**src/rtl/core/wla_pkg.sv**
```systemverilog
// Shared constants, types and helpers of the windowed loss aggregator.
package wla_pkg;

  localparam int WLA_WINDOWS = 16;
  localparam int WLA_SOURCES = 8;
  localparam int SLOT_ID_W   = 8;
  localparam int DIV_W       = 80;
  localparam int PROD_W      = 78;
  localparam int BP_W        = 14;
  localparam logic [BP_W-1:0] BP_SCALE = 14'd10000;
  localparam logic [3:0] SEV_MAX = 4'd10;

  typedef logic [2:0] reg_idx_t;
  localparam reg_idx_t REG_WINDOW_WIDTH = 3'd0;
  localparam reg_idx_t REG_MAX_WINDOWS  = 3'd1;
  localparam reg_idx_t REG_MAX_OBS      = 3'd2;
  localparam reg_idx_t REG_MAX_SOURCES  = 3'd3;
  localparam reg_idx_t REG_MAX_EVIDENCE = 3'd4;

  localparam logic [39:0] RST_WINDOW_WIDTH = 40'd1000000000;
  localparam logic [4:0]  RST_MAX_WINDOWS  = 5'd16;
  localparam logic [31:0] RST_MAX_OBS      = 32'hFFFF_FFFF;
  localparam logic [3:0]  RST_MAX_SOURCES  = 4'd8;
  localparam logic [15:0] RST_MAX_EVIDENCE = 16'hFFFF;

  localparam int FL_SAT = 0;
  localparam int FL_SRC = 1;
  localparam int FL_EVI = 2;
  localparam int FL_RAT = 3;
  localparam int FL_OFK = 4;

  typedef struct packed {
    logic        valid;
    logic [63:0] index;
    logic [63:0] lost;
    logic [63:0] offered;
    logic [31:0] obs;
    logic [31:0] direct;
    logic [31:0] ratio;
    logic [8:0]  flags;
    logic [15:0] evid;
    logic [3:0]  nsrc_lo;
    logic        hit;
    logic        listed;
    logic        room;
  } wla_view_t;

  typedef struct packed {
    logic        inv;
    logic        init;
    logic        append;
    logic [63:0] index;
    logic [63:0] lost;
    logic [63:0] offered;
    logic [31:0] obs;
    logic [31:0] direct;
    logic [31:0] ratio;
    logic [8:0]  flags;
    logic [15:0] evid;
    logic [15:0] src;
  } wla_cmd_t;

  typedef struct packed {
    logic                 valid;
    logic [63:0]          key;
    logic [SLOT_ID_W-1:0] id;
  } wla_min_t;

  function automatic logic key_less(input logic [63:0] a, input logic [63:0] b);
    key_less = $signed(a) < $signed(b);
  endfunction

endpackage

```
**src/rtl/core/wla_div.sv**
```systemverilog
// Restoring divider, one quotient bit per cycle.
module wla_div (
  input  logic                      clk,
  input  logic                      rst_n,
  input  logic                      start,
  input  logic [wla_pkg::DIV_W-1:0] dividend,
  input  logic [63:0]               divisor,
  output logic                      done,
  output logic [wla_pkg::DIV_W-1:0] quotient
);
  import wla_pkg::*;

  localparam int CNT_W = $clog2(DIV_W);

  logic [DIV_W-1:0] quo_r;
  logic [63:0]      rem_r;
  logic [63:0]      dvs_r;
  logic [CNT_W-1:0] cnt_r;
  logic             busy_r;
  logic             done_r;
  logic [64:0]      trial;
  logic             fits;

  assign trial = {rem_r, quo_r[DIV_W-1]};
  assign fits  = trial >= {1'b0, dvs_r};

  always_ff @(posedge clk) begin
    if (!rst_n) begin
      busy_r <= 1'b0;
      done_r <= 1'b0;
    end else begin
      done_r <= 1'b0;
      if (start) begin
        busy_r <= 1'b1;
        quo_r  <= dividend;
        rem_r  <= '0;
        dvs_r  <= divisor;
        cnt_r  <= CNT_W'(DIV_W - 1);
      end else if (busy_r) begin
        if (fits) begin
          rem_r <= 64'(trial - {1'b0, dvs_r});
        end else begin
          rem_r <= trial[63:0];
        end
        quo_r <= {quo_r[DIV_W-2:0], fits};
        if (cnt_r == '0) begin
          busy_r <= 1'b0;
          done_r <= 1'b1;
        end else begin
          cnt_r <= cnt_r - 1'b1;
        end
      end
    end
  end

  assign done     = done_r;
  assign quotient = quo_r;

endmodule

```
**config.mk**
```make
export PLATFORM = sky130hd
export DESIGN_NAME = wla_div
export DESIGN_NICKNAME = d
export VERILOG_FILES = /design/src/rtl/core/wla_pkg.sv /design/src/rtl/core/wla_div.sv
export SDC_FILE = /design/constraint.sdc
export NUM_CORES = 1
export LEC_CHECK = 0
export BUFFER_PORTS_ARGS = -buffer_cell sky130_fd_sc_hd__buf_2
export CAP_MARGIN = 25
export CORE_ASPECT_RATIO = 1.25
export CORE_MARGIN = 2
export CORE_UTILIZATION = 53
export CTS_BUF_LIST = sky130_fd_sc_hd__clkbuf_8
export CTS_CLUSTER_SIZE = 10
export DETAILED_ROUTE_END_ITERATION = 16
export PLACE_DENSITY_LB_ADDON = 0.15
export SLEW_MARGIN = 10
export SYNTH_ARGS = -nofsm -noshare
export SYNTH_HDL_FRONTEND = slang
export SYNTH_SLANG_ARGS = --single-unit
```
**constraint.sdc**
```tcl
create_clock -name clk -period 5.4 [get_ports clk]
set_input_delay 1.08 -clock clk [delete_from_list [all_inputs] [get_ports clk]]
set_output_delay 1.08 -clock clk [all_outputs]
set_load 0.05 [all_outputs]
```
==> summary.txt <==
Run status
  – Status: finished, final reports clean

Critical path
  – RR Startpoint: rem_r[15]$_SDFFCE_PP0P_
  – Crit path DAT: between 4000 and 5000 ps
  – CP startpoint: rem_r[15]$_SDFFCE_PP0P_
  – Crit-path max FO: 47
  – Crit path kind: register to register
  – Crit end category: register
  – Worst EP required: between 5000 and 6000 ps
  – CP startpoint kind: register

Placement
  – Gpl congestion: between 0.8 and 0.9
  – Post-DP HPWL: between 20 and 25 mm
  – Placed cell count: around 1.7k
  – PortBufs: 227
  – Post-DP Area: 14,330 sq um

Synth
  – Sequential cell area fraction in the yosys report: 0.5003
  – Synth area leaders: edfxtp_1 (50%), mux2_2 (6.9%), ha_1 (6.4%), a21oi_1 (3.9%), nand2_1 (3.4%)
  – FF+latch count, synth: roughly 220
  – Distinct cells, synth: 68
  – Mapped Area: ~13,000 sq um
  – Synth Warn #: 0
  – Synth Flop Type: edfxtp_1
  – Cell taking the most area after synthesis: edfxtp_1
  – Number of flops mapped to enable cells by yosys: between 200 and 250
  – Gate Count Post-Synth: about 1.2k
  – Syn nets: between 1k and 1.5k
  – Mean Syn Cell Area: between 10 and 15 sq um
  – Synth top area share: 0.4972
  – Async S/R FF share, synth: 0

Finish
  – Ant. Diodes: 0
  – Design area: approximately 15,000 sq um
  – Most frequent cells in the layout: buf_2 (226), edfxtp_1 (215), nand2_1 (117)
  – Final-stage net count: roughly 1.6k
  – Share of post-route cells with drive strength above 1: 0.2663
  – Syn-to-layout area delta: 16.07%
  – Filler Cell Count: slightly above 2k
  – Non-filler instance count after layout: ~1.8k
  – Most common cell after layout, fill and taps aside: buf_2

Clock tree
  – Setup bufs post-CTS: 0
  – CTS max path bufs: 3
  – Max H-tree Level: 2
  – Root Buffer: clkbuf_8
  – PostCTS Resize Cnt: 0
  – Clk sinks: roughly 220
  – Hold_buf cts: 0
  – Worst skew pair latency: around 530 ps
  – CTS clock-pin slew for the worst setup and hold paths: about 60 ps
  – CTS tree: built
  – TritonCTS Buffers: 38

Power and ir drop
  – PwrDens: between 300 and 400 nW/um^2
  – Peak supply drop: 0.2822 mV
  – Pleak: 6.213 nW

Route
  – DR pass1 iterations: 4
  – Routed WL per cell: about 18 um
  – DRC violations left: 0
  – Total number of vias: slightly above 10k
  – Post-DRT Antenna Nets: 0
  – Routed WL: between 30 and 40 mm
  – Routed vias/inst: about 5.7
  – Initial DRC Count: 595

Floorplanning
  – Core Box Area: roughly 24,000 sq um
  – Die ar.: 25,780 sq um
  – Horiz. Die Dim: 144 um
  – Die Y: 179 um
  – Starting Density: 0.5352
  – Site Rows: 64
  – # IOs: between 200 and 250

Timing
  – Relative slew slack: 0.3463
  – Least-Margin Pin Slew: about 1000 ps
  – Hold_ws: between 400 and 500 ps
  – Final Hold Fails: 0
  – Max-slew violation count: 0
  – Final setup vio count: 0
  – Final Critical Period: between 4000 and 5000 ps
  – Period utilization: 0.7654
  – Highest clock rate: about 0.24 GHz
  – Unrepaired setup endpoints after global routing: no
  – Setup tns final: 0 ps
  – Clock Skew: between 10 and 15 ps

Hold path
  – Hold crit path type: register to register
  – Hold_sp: busy_r$_SDFF_PN0_

Global route
  – GRT Util Overall: 0.2517
  – Initial antenna violation count: 0
  – Gr ovfl total: 0
  – Largest net degree at the start of global routing: 95
  – Vias in the first global route: 10.09k
  – First-pass GRT wire length: 50.91 mm

Job
  – Max-cap violation count: 0
==> synthesized netlist by cell type (4+ instances only) <==
cell type and instances:
edfxtp_1 215, nand2_1 118, a21oi_1 100, inv_1 83, mux2_2 80, nor2_1 74
ha_1 66, o21ai_0 45, a21o_1 40, clkbuf_1 37, xnor2_1 33, a211oi_1 25
nand4_1 25, nand3_1 20, nor3_1 19, buf_2 18, xor2_1 17, or3_1 14
nand2b_1 13, o21bai_1 12, nand3b_1 10, o21a_1 10, a31oi_1 9, and3_1 7
buf_1 7, nor3b_1 7, a2111o_1 6, a31o_2 6, and2_1 6, o211ai_1 6
a221oi_1 5, nor2b_1 5, nor4_1 5, o2111ai_1 5, a311o_1 4, nor4b_1 4
o221ai_1 4, o22ai_1 4
==> metrics by stage <==
| step | power, W | setup slack [ps] | util |
|---|---|---|---|
| after floorplan | 0.003180 | 1168 | - |
| after CTS | 0.005065 | 1295 | 0.6212 |
| after global placement | 0.003510 | 1496 | 0.5904 |
| after detailed placement | 0.003522 | 1337 | 0.5904 |
| after global routing | 0.005275 | 983.1 | 0.6212 |
| final | 0.005026 | 1267 | 0.6212 |
==> layer usage <==
layer	wire length, um	track usage
met5	0	0
met2	16430	0.4494
met4	1162	0.08864
met1	12990	0.2939
met3	1988	0.06090
==> path summary, 6_finish.rpt <==
path	to	slack [ps]	depth (start not counted)
worst min-delay path	done$_SDFF_PP0_	450	2
worst min register to register	done$_SDFF_PP0_	450	2
worst max-delay path	rem_r[44]$_SDFFCE_PP0P_	1270	11
worst max register to register	rem_r[44]$_SDFFCE_PP0P_	1270	11
==> final cells by class <==
class / count / area (sq um) / area share
multi-input cells: 844 / 5884 / 0.3904
flip-flops and latches: 217 / 6496 / 0.4310
repair buffers: 234 / 1220 / 0.08094
clock buffers: 39 / 536.8 / 0.03561
well taps: 330 / 412.9 / 0.02739
inverters: 83 / 311.5 / 0.02067
clock inverters: 29 / 210.2 / 0.01395
==> sequential cells by signal (all words and copies together) (netlist names) <==
register	count
quotient	80
dvs_r	64
rem_r	64
cnt_r	7
busy_r	1
done	1
==> power by group <==
part / internal (W) / switching (W)
sequential: 0.00203 / 0.0000645
clock: 0.000824 / 0.000701
combinational: 0.000518 / 0.000884
==> cell families after synthesis <==
family	count (synthesis)	share of synthesized area
adder cells (fa/ha/maj)	67	0.06514
AND/OR/NAND/NOR	339	0.1270
multiplexers	81	0.07015
buffers and inverters	150	0.04741
flip-flops	217	0.5003
AO/OA/AOI/OAI	307	0.1563
XOR/XNOR	50	0.03373
==> worst max-delay path, stage by stage (launching register included) <==
cell and delay, ps:
edfxtp_1 390, ha_1 410, a21oi_1 250, o21ai_0 160
or3_1 390, a31oi_1 440, o21ai_2 180, o211ai_1 250
nand2_2 600, buf_4 450, nand2b_1 200, o21ai_0 130
No activity file was read; power rests on OpenSTA's default activity.
