`config.mk`:
```
export PLATFORM = sky130hd
export DESIGN_NAME = wla_cell
export DESIGN_NICKNAME = d
export VERILOG_FILES = /design/src/rtl/core/wla_pkg.sv /design/src/rtl/core/wla_cell.sv
export SDC_FILE = /design/constraint.sdc
export NUM_CORES = 1
export LEC_CHECK = 0
export ABC_AREA = 1
export BUFFER_PORTS_ARGS = -buffer_cell sky130_fd_sc_hd__clkbuf_2
export CAP_MARGIN = 20
export CORE_AREA = 8 8 311 313
export DETAILED_ROUTE_END_ITERATION = 8
export DIE_AREA = 0 0 319 321
export SETUP_SLACK_MARGIN = 0.05
export SYNTH_ARGS = -nofsm -noshare
export SYNTH_HDL_FRONTEND = slang
export SYNTH_SLANG_ARGS = --single-unit
```
`constraint.sdc`:
```
create_clock -name clk -period 33.8 [get_ports clk]
set_input_delay 6.76 -clock clk [delete_from_list [all_inputs] [get_ports clk]]
set_output_delay 6.76 -clock clk [all_outputs]
set_load 0.005 [all_outputs]
```
`src/rtl/core/wla_pkg.sv`:
```
// Shared constants, types and helpers of the windowed loss aggregator.
package wla_pkg;

  localparam int WLA_WINDOWS = 16;
  localparam int WLA_SOURCES = 8;
  localparam int SLOT_ID_W   = 8;
  localparam int DIV_W       = 80;
  localparam int PROD_W      = 78;
  localparam int BP_W        = 14;
  localparam logic [BP_W-1:0] BP_SCALE = 14'd10000;
  localparam logic [3:0] SEV_MAX = 4'd10;

  typedef logic [2:0] reg_idx_t;
  localparam reg_idx_t REG_WINDOW_WIDTH = 3'd0;
  localparam reg_idx_t REG_MAX_WINDOWS  = 3'd1;
  localparam reg_idx_t REG_MAX_OBS      = 3'd2;
  localparam reg_idx_t REG_MAX_SOURCES  = 3'd3;
  localparam reg_idx_t REG_MAX_EVIDENCE = 3'd4;

  localparam logic [39:0] RST_WINDOW_WIDTH = 40'd1000000000;
  localparam logic [4:0]  RST_MAX_WINDOWS  = 5'd16;
  localparam logic [31:0] RST_MAX_OBS      = 32'hFFFF_FFFF;
  localparam logic [3:0]  RST_MAX_SOURCES  = 4'd8;
  localparam logic [15:0] RST_MAX_EVIDENCE = 16'hFFFF;

  localparam int FL_SAT = 0;
  localparam int FL_SRC = 1;
  localparam int FL_EVI = 2;
  localparam int FL_RAT = 3;
  localparam int FL_OFK = 4;

  typedef struct packed {
    logic        valid;
    logic [63:0] index;
    logic [63:0] lost;
    logic [63:0] offered;
    logic [31:0] obs;
    logic [31:0] direct;
    logic [31:0] ratio;
    logic [8:0]  flags;
    logic [15:0] evid;
    logic [3:0]  nsrc_lo;
    logic        hit;
    logic        listed;
    logic        room;
  } wla_view_t;

  typedef struct packed {
    logic        inv;
    logic        init;
    logic        append;
    logic [63:0] index;
    logic [63:0] lost;
    logic [63:0] offered;
    logic [31:0] obs;
    logic [31:0] direct;
    logic [31:0] ratio;
    logic [8:0]  flags;
    logic [15:0] evid;
    logic [15:0] src;
  } wla_cmd_t;

  typedef struct packed {
    logic                 valid;
    logic [63:0]          key;
    logic [SLOT_ID_W-1:0] id;
  } wla_min_t;

  function automatic logic key_less(input logic [63:0] a, input logic [63:0] b);
    key_less = $signed(a) < $signed(b);
  endfunction

endpackage

```
`src/rtl/core/wla_cell.sv`:
```
// One window slot with its source list and one stage of the minimum chain.
module wla_cell #(
  parameter int SOURCES = wla_pkg::WLA_SOURCES,
  parameter int CELL_ID = 0
) (
  input  logic               clk,
  input  logic               rst_n,
  input  logic               sel,
  input  wla_pkg::wla_cmd_t  cmd,
  input  logic [3:0]         max_sources,
  input  wla_pkg::wla_min_t  prev,
  output wla_pkg::wla_view_t view,
  output wla_pkg::wla_min_t  min_out
);
  import wla_pkg::*;

  localparam int NS_W = $clog2(SOURCES + 1);
  localparam int CW   = (NS_W > 4) ? NS_W : 4;

  logic            valid_r;
  logic [63:0]     index_r;
  logic [63:0]     lost_r;
  logic [63:0]     offered_r;
  logic [31:0]     obs_r;
  logic [31:0]     direct_r;
  logic [31:0]     ratio_r;
  logic [8:0]      flags_r;
  logic [15:0]     evid_r;
  logic [NS_W-1:0] nsrc_r;
  logic [15:0]     src_r [SOURCES];
  wla_min_t        min_r;
  logic [NS_W-1:0] base;
  logic [CW-1:0]   scap;
  logic            listed;
  logic            mine;

  assign base = cmd.init ? '0 : nsrc_r;
  assign scap = (CW'(max_sources) > CW'(SOURCES)) ? CW'(SOURCES) : CW'(max_sources);
  assign mine = valid_r && (!prev.valid || key_less(index_r, prev.key));

  always_comb begin
    listed = 1'b0;
    for (int k = 0; k < SOURCES; k++) begin
      if ((NS_W'(k) < nsrc_r) && (src_r[k] == cmd.src)) listed = 1'b1;
    end
  end

  always_ff @(posedge clk) begin
    if (!rst_n) begin
      valid_r     <= 1'b0;
      min_r.valid <= 1'b0;
    end else begin
      min_r.valid <= mine || prev.valid;
      min_r.key   <= mine ? index_r : prev.key;
      min_r.id    <= mine ? SLOT_ID_W'(CELL_ID) : prev.id;
      if (sel) begin
        if (cmd.inv) begin
          valid_r <= 1'b0;
        end else begin
          valid_r   <= 1'b1;
          index_r   <= cmd.index;
          lost_r    <= cmd.lost;
          offered_r <= cmd.offered;
          obs_r     <= cmd.obs;
          direct_r  <= cmd.direct;
          ratio_r   <= cmd.ratio;
          flags_r   <= cmd.flags;
          evid_r    <= cmd.evid;
          nsrc_r    <= base + NS_W'(cmd.append);
          for (int k = 0; k < SOURCES; k++) begin
            if (cmd.append && (base == NS_W'(k))) src_r[k] <= cmd.src;
          end
        end
      end
    end
  end

  always_comb begin
    view.valid   = valid_r;
    view.index   = index_r;
    view.lost    = lost_r;
    view.offered = offered_r;
    view.obs     = obs_r;
    view.direct  = direct_r;
    view.ratio   = ratio_r;
    view.flags   = flags_r;
    view.evid    = evid_r;
    view.nsrc_lo = 4'(nsrc_r);
    view.hit     = valid_r && (index_r == cmd.index);
    view.listed  = listed;
    view.room    = CW'(nsrc_r) < scap;
  end

  assign min_out = min_r;

endmodule

```
==> results of run 1 <==
-- cell families (layout without fill, tap and decap cells) --
logic type,count (synthesis),in the layout,synth area share (%)
flops,519,519,73.15
other cells,0,19,0
buf+inv,189,1085,3.916
fa+ha+maj,68,68,3.998
xor+xnor,96,96,3.951
simple gates,488,488,10.97
compound gates,138,138,4.016
-- report_power, final --
part / switching (mW) / internal (mW)
sequential: 0.0166 / 0.739
combinational: 0.0869 / 0.0533
clock: 0.279 / 0.377
total: 0.383 / 1.17
-- per-stage QoR --
stage,hold slack [ns],cells
floorplan,0.5962,1498
global placement,0.6492,3475
detailed placement,0.6502,3476
CTS,0.6718,3590
global route,0.7004,3594
finish,0.6725,3610
-- layer usage --
| layer | vias up | global-route usage, % |
|---|---|---|
| met3 | 148 | 8.527 |
| met1 | 7576 | 22.90 |
| met5 | - | 0 |
| li1 | 7097 | - |
| met4 | 26 | 5.231 |
| met2 | 836 | 28.04 |
-- worst max-delay path, stage by stage --
cell and delay [ns]:
clkbuf_2 0.10, xnor2_1 0.41, o221ai_1 0.23, a221oi_1 0.23, nor4b_1 0.46, nand3_1 0.12
nor2_1 0.21, clkbuf_2 0.16
-- flip-flops by register name (all words and copies together) (netlist names) --
signal     cells
src_r        128
min_out       73
index_r       64
lost_r        64
offered_r     64
direct_r      32
obs_r         32
ratio_r       32
evid_r        16
flags_r        9
nsrc_r         4
valid_r        1
-- cell type report --
cell class,instances,area (um^2)
clock inverters,44,422.9
inverters,150,563.0
multi-input cells,790,4925
fillers,9372,63450
repair buffers,821,4172
flip-flops and latches,519,15570
clock buffers,70,1560
diodes,19,47.55
well taps,1197,1498
-- final timing paths --
check                              from                    end  slack (ns)  cells past startpoint
setup / recovery               cmd[271]                view[2]       18.36                      8
setup reg to reg  index_r[63]$_DFFE_PP_  min_out[10]$_DFFE_PP_       29.79                     13
hold / removal    index_r[47]$_DFFE_PP_  min_out[55]$_DFFE_PP_        0.67                      2
hold reg to reg   index_r[47]$_DFFE_PP_  min_out[55]$_DFFE_PP_        0.67                      2
-- cells in the final DEF, fill, tap and decap left out, types with 7 or more instances in the layout --
cell type  synthesis  final
a21oi_1           36     35
a221oi_1          11     11
a22o_1             9      9
buf_4              3     15
clkbuf_1          18      9
clkbuf_16          0     61
clkbuf_2           0    804
clkinv_1           0     12
clkinv_2           0     14
diode_2            0     19
edfxtp_1         517    517
ha_1              68     68
inv_1            149    149
nand2_1          210    210
nand2_2           61     61
nand3_1           85     85
nand4_1           23     23
nor2_1            47     45
nor3_2             1      7
nor4_1            16     16
o21ai_0           39     39
o22ai_1           17     17
or2_2             25     25
xnor2_1           70     70
xor2_1            26     26
==> impl_metrics.ini, run 1 <==
[status]
outcome = complete, no violations

[pwr]
fin_total_pwr_mw = 1.552
max-vdd-ir-drop_mv = 0.03847
p_leak_nw = 12.09
power.density_nw_per_um2 = 53.98

[clock_tree]
insertion_delay_ns = 0.66
cts_tree = yes
cts.htree.levels = 2
postCtsSetupBuffers = 0
root_buffer = clkbuf_16
clk_pin_slew_ns = 0.06
cts_inserted_buffers = 61
cts_hold_buffers = 0
numClockSinks = 519
postCtsResizedCells = 0
clockBufferDepth = 3

[synthesis]
ys_seq_area_share_pct = 73.15
ys_ff_latch = 519
yosysTopAreaCell = edfxtp_1
synth_ff_type = edfxtp_1
yosysMostFrequentCell = edfxtp_1
synth_top_area_share_pct = 72.96
synth_cell_types = 43
ys_warn_count = 0
synthArstFlopShare_pct = 0
synth.avg_cell_area_um2 = 14.21
synth_commonest_cells = edfxtp_1 (517), nand2_1 (210), inv_1 (149)
synth_cells = 1498
syn-num-nets = 1978
synth_area_um2 = 21280
synth_top_cells_by_area = edfxtp_1 (73%), ha_1 (4.0%), nand2_1 (3.7%)
synth_edf_count = 517

[layout]
drive_gt1_share_pct = 42.44
postLayoutCoreUtil_pct = 31.19
syn2layout_area_growth_pct = 35.14
final_area_um2 = 28760
nets = 2823

[floorplanning]
die-area_um2 = 102400
die_h_um = 321
rows = 112
ios = 806
initial_core_util_pct = 23.08
coreArea_um2 = 92210
fp.dieW_um = 319

[routing]
dr.pass1.iters = 5
drtAntennaViolNets = 0
wl_met3_mm = 11.59
wl_met1_mm = 39.94
wl_per_cell_um = 27.07
drc = 0
dr.max_layer_used = met5
wl_met2_mm = 43.12
routed_wl_mm = 97.71
drtIter0Drc = 1374
vias_per_cell = 4.344
vias = 15680

[sta]
period_needed_ns = 15.44
setup_viol = 0
max_clock_freq_ghz = 0.06476
setup_slack_ns = 18.36
final.setup.tns_ns = 0
finalCritPeriodShare_pct = 45.69
hold_violations = 0
slew_headroom_pct = 28.32
tightest_slew_ns = 1.075
maxSlewViolCount = 0
grt_setup_unrepaired = no
clock_skew_ns = 0.04923

[placed_design]
placed_cell_area_um2 = 26710
place_ws_ns = 18.39
gp_congestion = 0.9198
io_buffers = 805
hpwl_mm = 80.39

[min_path]
hold_path.class = register to register

[run]
cap_viol_max_count = 0

[grt]
grt_antenna_before_repair = 41
grt_usage_pct = 18.23
grt_pass1_wl_mm = 130.4
grt_remaining_overflow = 0
first_global_vias = 15520
grt_max_degree = 77

[worst_setup_path]
critPathArrivalTime_ns = 8.68
critical_path_class = input pin to output port
crit_required_ns = 27.04
cp-end-kind = output port
crit_fanout = 2
setup.worst_path.start_class = input pin
No activity file was read; power rests on OpenSTA's default activity.
==> run 2, diff against run 1 <==
==> constraint.sdc (replaced) <==
create_clock -name clk -period 14.2 [get_ports clk]
set_input_delay 2.84 -clock clk [delete_from_list [all_inputs] [get_ports clk]]
set_output_delay 2.84 -clock clk [all_outputs]
set_load 0.005 [all_outputs]
==> run 2 against run 1 <==
  * Via count about the same
  * Non-clock buffer count decreased by 5
  * Sequential cell count unchanged
  * Routed wire length increased by 2.2%
==> impl_metrics.ini, run 2 (same netlist as run 1, synthesis figures left out) <==
[clock_tree]
cts_tree = yes
cts_hold_buffers = 0
root_buffer = clkbuf_16
postCtsResizedCells = 0
clockBufferDepth = 3
numClockSinks = 519
cts_inserted_buffers = 61
insertion_delay_ns = 0.66
postCtsSetupBuffers = 0
clk_pin_slew_ns = 0.06
cts.htree.levels = 2

[worst_setup_path]
cp-end-kind = output port
critPathArrivalTime_ns = 4.66
critical_path_class = input pin to output port
crit_required_ns = 11.36
r2r_cells = 14
reg2reg_setup_slack_ns = 10.47
crit_fanout = 13
setup.worst_path.start_class = input pin
crit_path_cell_trace = clkbuf_2, inv_1, or2_2, nand4_1, nor4_1, nand2_1, a21boi_0, o21ai_0, nand3_1, clkbuf_2
r2r_start = index_r[63]$_DFFE_PP_
critPathSlowestCell = nor4_1
worstReg2RegEnd = min_out[20]$_DFFE_PP_
critical_path.max_stage_delay_ns = 0.37
cpMostUsedCell = clkbuf_2

[sta]
maxSlewViolCount = 0
max_clock_freq_ghz = 0.1334
tightest_slew_ns = 1.079
setup_slack_ns = 6.701
finalCritPeriodShare_pct = 52.81
grt_setup_unrepaired = no
hold_slack_ns = 0.6518
clock_skew_ns = 0.02554
hold_violations = 0
period_needed_ns = 7.499
setup_viol = 0
slew_headroom_pct = 27.88
final.setup.tns_ns = 0

[pwr]
power.density_nw_per_um2 = 130.1
p_leak_nw = 12.13
max-vdd-ir-drop_mv = 0.09558
fin_total_pwr_mw = 3.751

[layout]
fillers = 9410
top_register = src_r
layout_commonest_cell = clkbuf_2
drive_gt1_share_pct = 42.79
nets = 2818
largest_reg_flops = 128
final_cell_mix = clkbuf_2 (804), edfxtp_1 (517), nand2_1 (210)
final_area_um2 = 28830
syn2layout_area_growth_pct = 35.46

[grt]
first_global_vias = 15870
grt_max_degree = 95
grt_remaining_overflow = 0
grt_usage_pct = 18.66
grt_pass1_wl_mm = 132.7
grt_antenna_before_repair = 40

[placed_design]
place_ws_ns = 6.666
hpwl_mm = 81.91
gp_congestion = 0.9307
io_buffers = 805
placed_cell_area_um2 = 26710

[min_path]
hold_depth = 2
hold_path.class = register to register
hold_start = index_r[47]$_DFFE_PP_
min_to = min_out[55]$_DFFE_PP_

[floorplanning]
die-area_um2 = 102400
die_h_um = 321
rows = 112
coreArea_um2 = 92210
fp.dieW_um = 319
initial_core_util_pct = 23.08
ios = 806

[routing]
drtIter0Drc = 1244
vias_per_cell = 4.351
routed_wl_mm = 99.89
drc = 0
drtAntennaViolNets = 0
dr.pass1.iters = 5
wl_per_cell_um = 27.70
vias = 15690

[run]
cap_viol_max_count = 0

[status]
outcome = complete, no violations
-- run 2: cell types whose count changed in the layout (fill, tap and decap cells not counted) --
cell | before | now
clkinv_8 | 1 | 3
clkinv_1 | 12 | 8
clkbuf_8 | 0 | 3
clkbuf_1 | 9 | 3
diode_2 | 19 | 18
inv_6 | 3 | 4
clkinv_2 | 14 | 16
nor3_4 | 0 | 3
clkinv_4 | 2 | 6
nor3_2 | 7 | 4
buf_4 | 15 | 10
-- run 2: worst max-delay path, delay by kind of cell --
| kind | cells | cell delay, ns |
|---|---|---|
| buffers and inverters | 3 | 0.63 |
| AOI/OAI and AO/OA | 2 | 0.30 |
| and+or+nand+nor | 5 | 0.88 |
-- run 2: worst max-delay path by stage --
| stage | startpoint | endpoint | cells after the start |
|---|---|---|---|
| after floorplan | cmd[331] | src_r[0][16]$_DFFE_PP_ | 5 |
| after global placement | cmd[12] | view[1] | 9 |
| after detailed placement | cmd[12] | view[1] | 9 |
| after CTS | cmd[3] | view[1] | 10 |
| after global routing | cmd[3] | view[1] | 10 |
| final | cmd[3] | view[1] | 10 |
-- run 2: final cells by class --
class                      instances  area, um^2  area share, %
tap                             1197        1498          5.196
timing repair buffer             816        4134          14.34
multi-input combinational        790        4943          17.15
clock buffer                      67        1579          5.478
clock inverter                    49       494.2          1.715
sequential                       519       15570          54.01
inverter                         150       563.0          1.953
antenna                           18       45.04         0.1563
-- run 2: where the power goes --
part / switching, mW / internal [mW] / leakage (nW)
clock network: 0.696 / 0.921 / 1.01
logic: 0.209 / 0.127 / 6.32
registers: 0.0399 / 1.76 / 4.79
-- run 2: layer usage --
layer	vias up	track usage, %	wire length (um)
met3	148	9.576	12120
met2	781	28.04	43350
met4	32	5.612	3063
met5	-	0	211
li1	7094	-	-
met1	7635	23.34	41150
-- run 2: metrics by stage --
| step | instances | util, % |
|---|---|---|
| floorplan | 1498 | - |
| global placement | 3471 | 28.95 |
| detailed placement | 3472 | 28.96 |
| CTS | 3588 | 31.21 |
| global route | 3592 | 31.22 |
| finish | 3606 | 31.26 |
==> run 3, diff against run 2 <==
==> constraint.sdc (replaced) <==
create_clock -name clk -period 6.8 [get_ports clk]
set_input_delay 1.36 -clock clk [delete_from_list [all_inputs] [get_ports clk]]
set_output_delay 1.36 -clock clk [all_outputs]
set_load 0.005 [all_outputs]
==> run 3 against run 2 <==
  * Worst setup slack got worse by 4.6 ns
  * Sequential cell count unchanged
  * Critical path depth decreased by 2
  * Combinational power is 110% higher
  * Utilization barely moved
  * Sequential share of layout area up 0.052 points
  * Sequential power grew 110%
  * Via count decreased by 1.2%
  * Clock power up 100%
  * Critical endpoint is now view[2]
  * Largest cell class unchanged
  * Largest power group unchanged
==> impl_metrics.ini, run 3 (same netlist as run 1, synthesis figures left out) <==
[routing]
vias_per_cell = 4.306
vias = 15490
drtAntennaViolNets = 0
dr.pass1.iters = 5
drtIter0Drc = 1196
routed_wl_mm = 94.69
drc = 0
wl_per_cell_um = 26.32

[worst_setup_path]
reg2reg_setup_slack_ns = 2.89
r2r_cells = 13
worstReg2RegEnd = min_out[7]$_SDFFCE_PP0P_
r2r_start = index_r[63]$_DFFE_PP_
critPathArrivalTime_ns = 3.38
critical_path_class = input pin to output port
cp-end-kind = output port
crit_required_ns = 5.44
setup.worst_path.start_class = input pin
crit_fanout = 2

[floorplanning]
coreArea_um2 = 92210
ios = 806
die-area_um2 = 102400
initial_core_util_pct = 23.08
die_h_um = 321
rows = 112
fp.dieW_um = 319

[sta]
setup_viol = 0
maxSlewViolCount = 0
tightest_slew_ns = 1.079
slew_headroom_pct = 28.09
finalCritPeriodShare_pct = 69.77
hold_violations = 0
hold_slack_ns = 0.6623
max_clock_freq_ghz = 0.2108
period_needed_ns = 4.744
grt_setup_unrepaired = no
final.setup.tns_ns = 0
clock_skew_ns = 0.01902

[clock_tree]
numClockSinks = 519
cts_inserted_buffers = 59
insertion_delay_ns = 0.65
root_buffer = clkbuf_16
postCtsResizedCells = 0
cts_tree = yes
clockBufferDepth = 3
cts.htree.levels = 2
postCtsSetupBuffers = 0
cts_hold_buffers = 0
clk_pin_slew_ns = 0.06

[grt]
met1_usage_pct = 22.72
grt_util_met2_pct = 27.72
grt_remaining_overflow = 0
grt_usage_pct = 17.65
grt_max_degree = 148
grt.busiest_layer = met2
grt_pass1_wl_mm = 127.3
grt_antenna_before_repair = 24
use_met3_pct = 6.679
first_global_vias = 15550

[pwr]
max-vdd-ir-drop_mv = 0.1791
fin_total_pwr_mw = 7.760
p_leak_nw = 12.09
power.density_nw_per_um2 = 269.5

[layout]
layout_commonest_cell = clkbuf_2
fillers = 9312
nets = 2817
regArea_um2 = 15570
largest_reg_flops = 128
syn2layout_area_growth_pct = 35.33
multi_input_comb_area_um2 = 4952
top_register = src_r
postLayoutCoreUtil_pct = 31.23
drive_gt1_share_pct = 42.62
final_cell_mix = clkbuf_2 (804), edfxtp_1 (517), nand2_1 (208)

[placed_design]
hpwl_mm = 77.29
io_buffers = 805
gp_congestion = 0.8917

[min_path]
hold_path.class = register to register
min_to = min_out[25]$_DFFE_PP_
hold_start = index_r[17]$_DFFE_PP_
hold_depth = 2

[run]
cap_viol_max_count = 0

[status]
outcome = complete, no violations
## run 3: area by class of cell
type	instances	share of cell area, %
Clock buffer	68	5.314
Sequential cell	519	54.06
Inverter	150	1.999
Tap cell	1197	5.201
Antenna cell	15	0.1303
Timing Repair Buffer	817	14.48
Multi-Input combinational cell	790	17.20
Clock inverter	42	1.616
## run 3: power breakdown
part | internal, mW | total [mW] | switching [mW]
Clock | 1.92 | 3.31 | 1.38
Combinational | 0.266 | 0.700 | 0.434
Sequential | 3.67 | 3.75 | 0.0835
Total | 5.86 | 7.76 | 1.90
## run 3: metal layers
metal	vias up	part of all wire, %
li1	7075	-
met1	7575	42
met2	709	45
met3	119	9.7
met4	16	2.7
met5	-	0.11
## run 3: stage by stage
| stage | instances | cell area, um^2 | setup slack, ns |
|---|---|---|---|
| floorplan | 1498 | 21360 | -1.411 |
| global route | 3586 | 28770 | 1.993 |
| CTS | 3582 | 28750 | 2.080 |
| finish | 3598 | 28800 | 2.056 |
| detailed placement | 3472 | 26750 | 2.035 |
| global placement | 3471 | 26740 | 2.073 |
## run 3: how the worst max path moves through the flow
stage / startpoint / end / slack, ns
finish: cmd[271] / view[2] / 2.06
detailed placement: prev[71] / min_out[7]$_SDFFCE_PP0P_ / 2.04
floorplan: cmd[331] / src_r[0][16]$_DFFE_PP_ / -1.41
global placement: prev[71] / min_out[7]$_SDFFCE_PP0P_ / 2.07
global route: cmd[271] / view[2] / 1.99
CTS: cmd[271] / view[2] / 2.08
## run 3: worst max-delay path, stage by stage
cell      delay [ns]
clkbuf_2        0.12
xnor2_1         0.33
o221ai_1        0.22
a221oi_1        0.23
nor4b_1         0.56
nand3_1         0.13
nor2_1          0.25
clkbuf_2        0.18
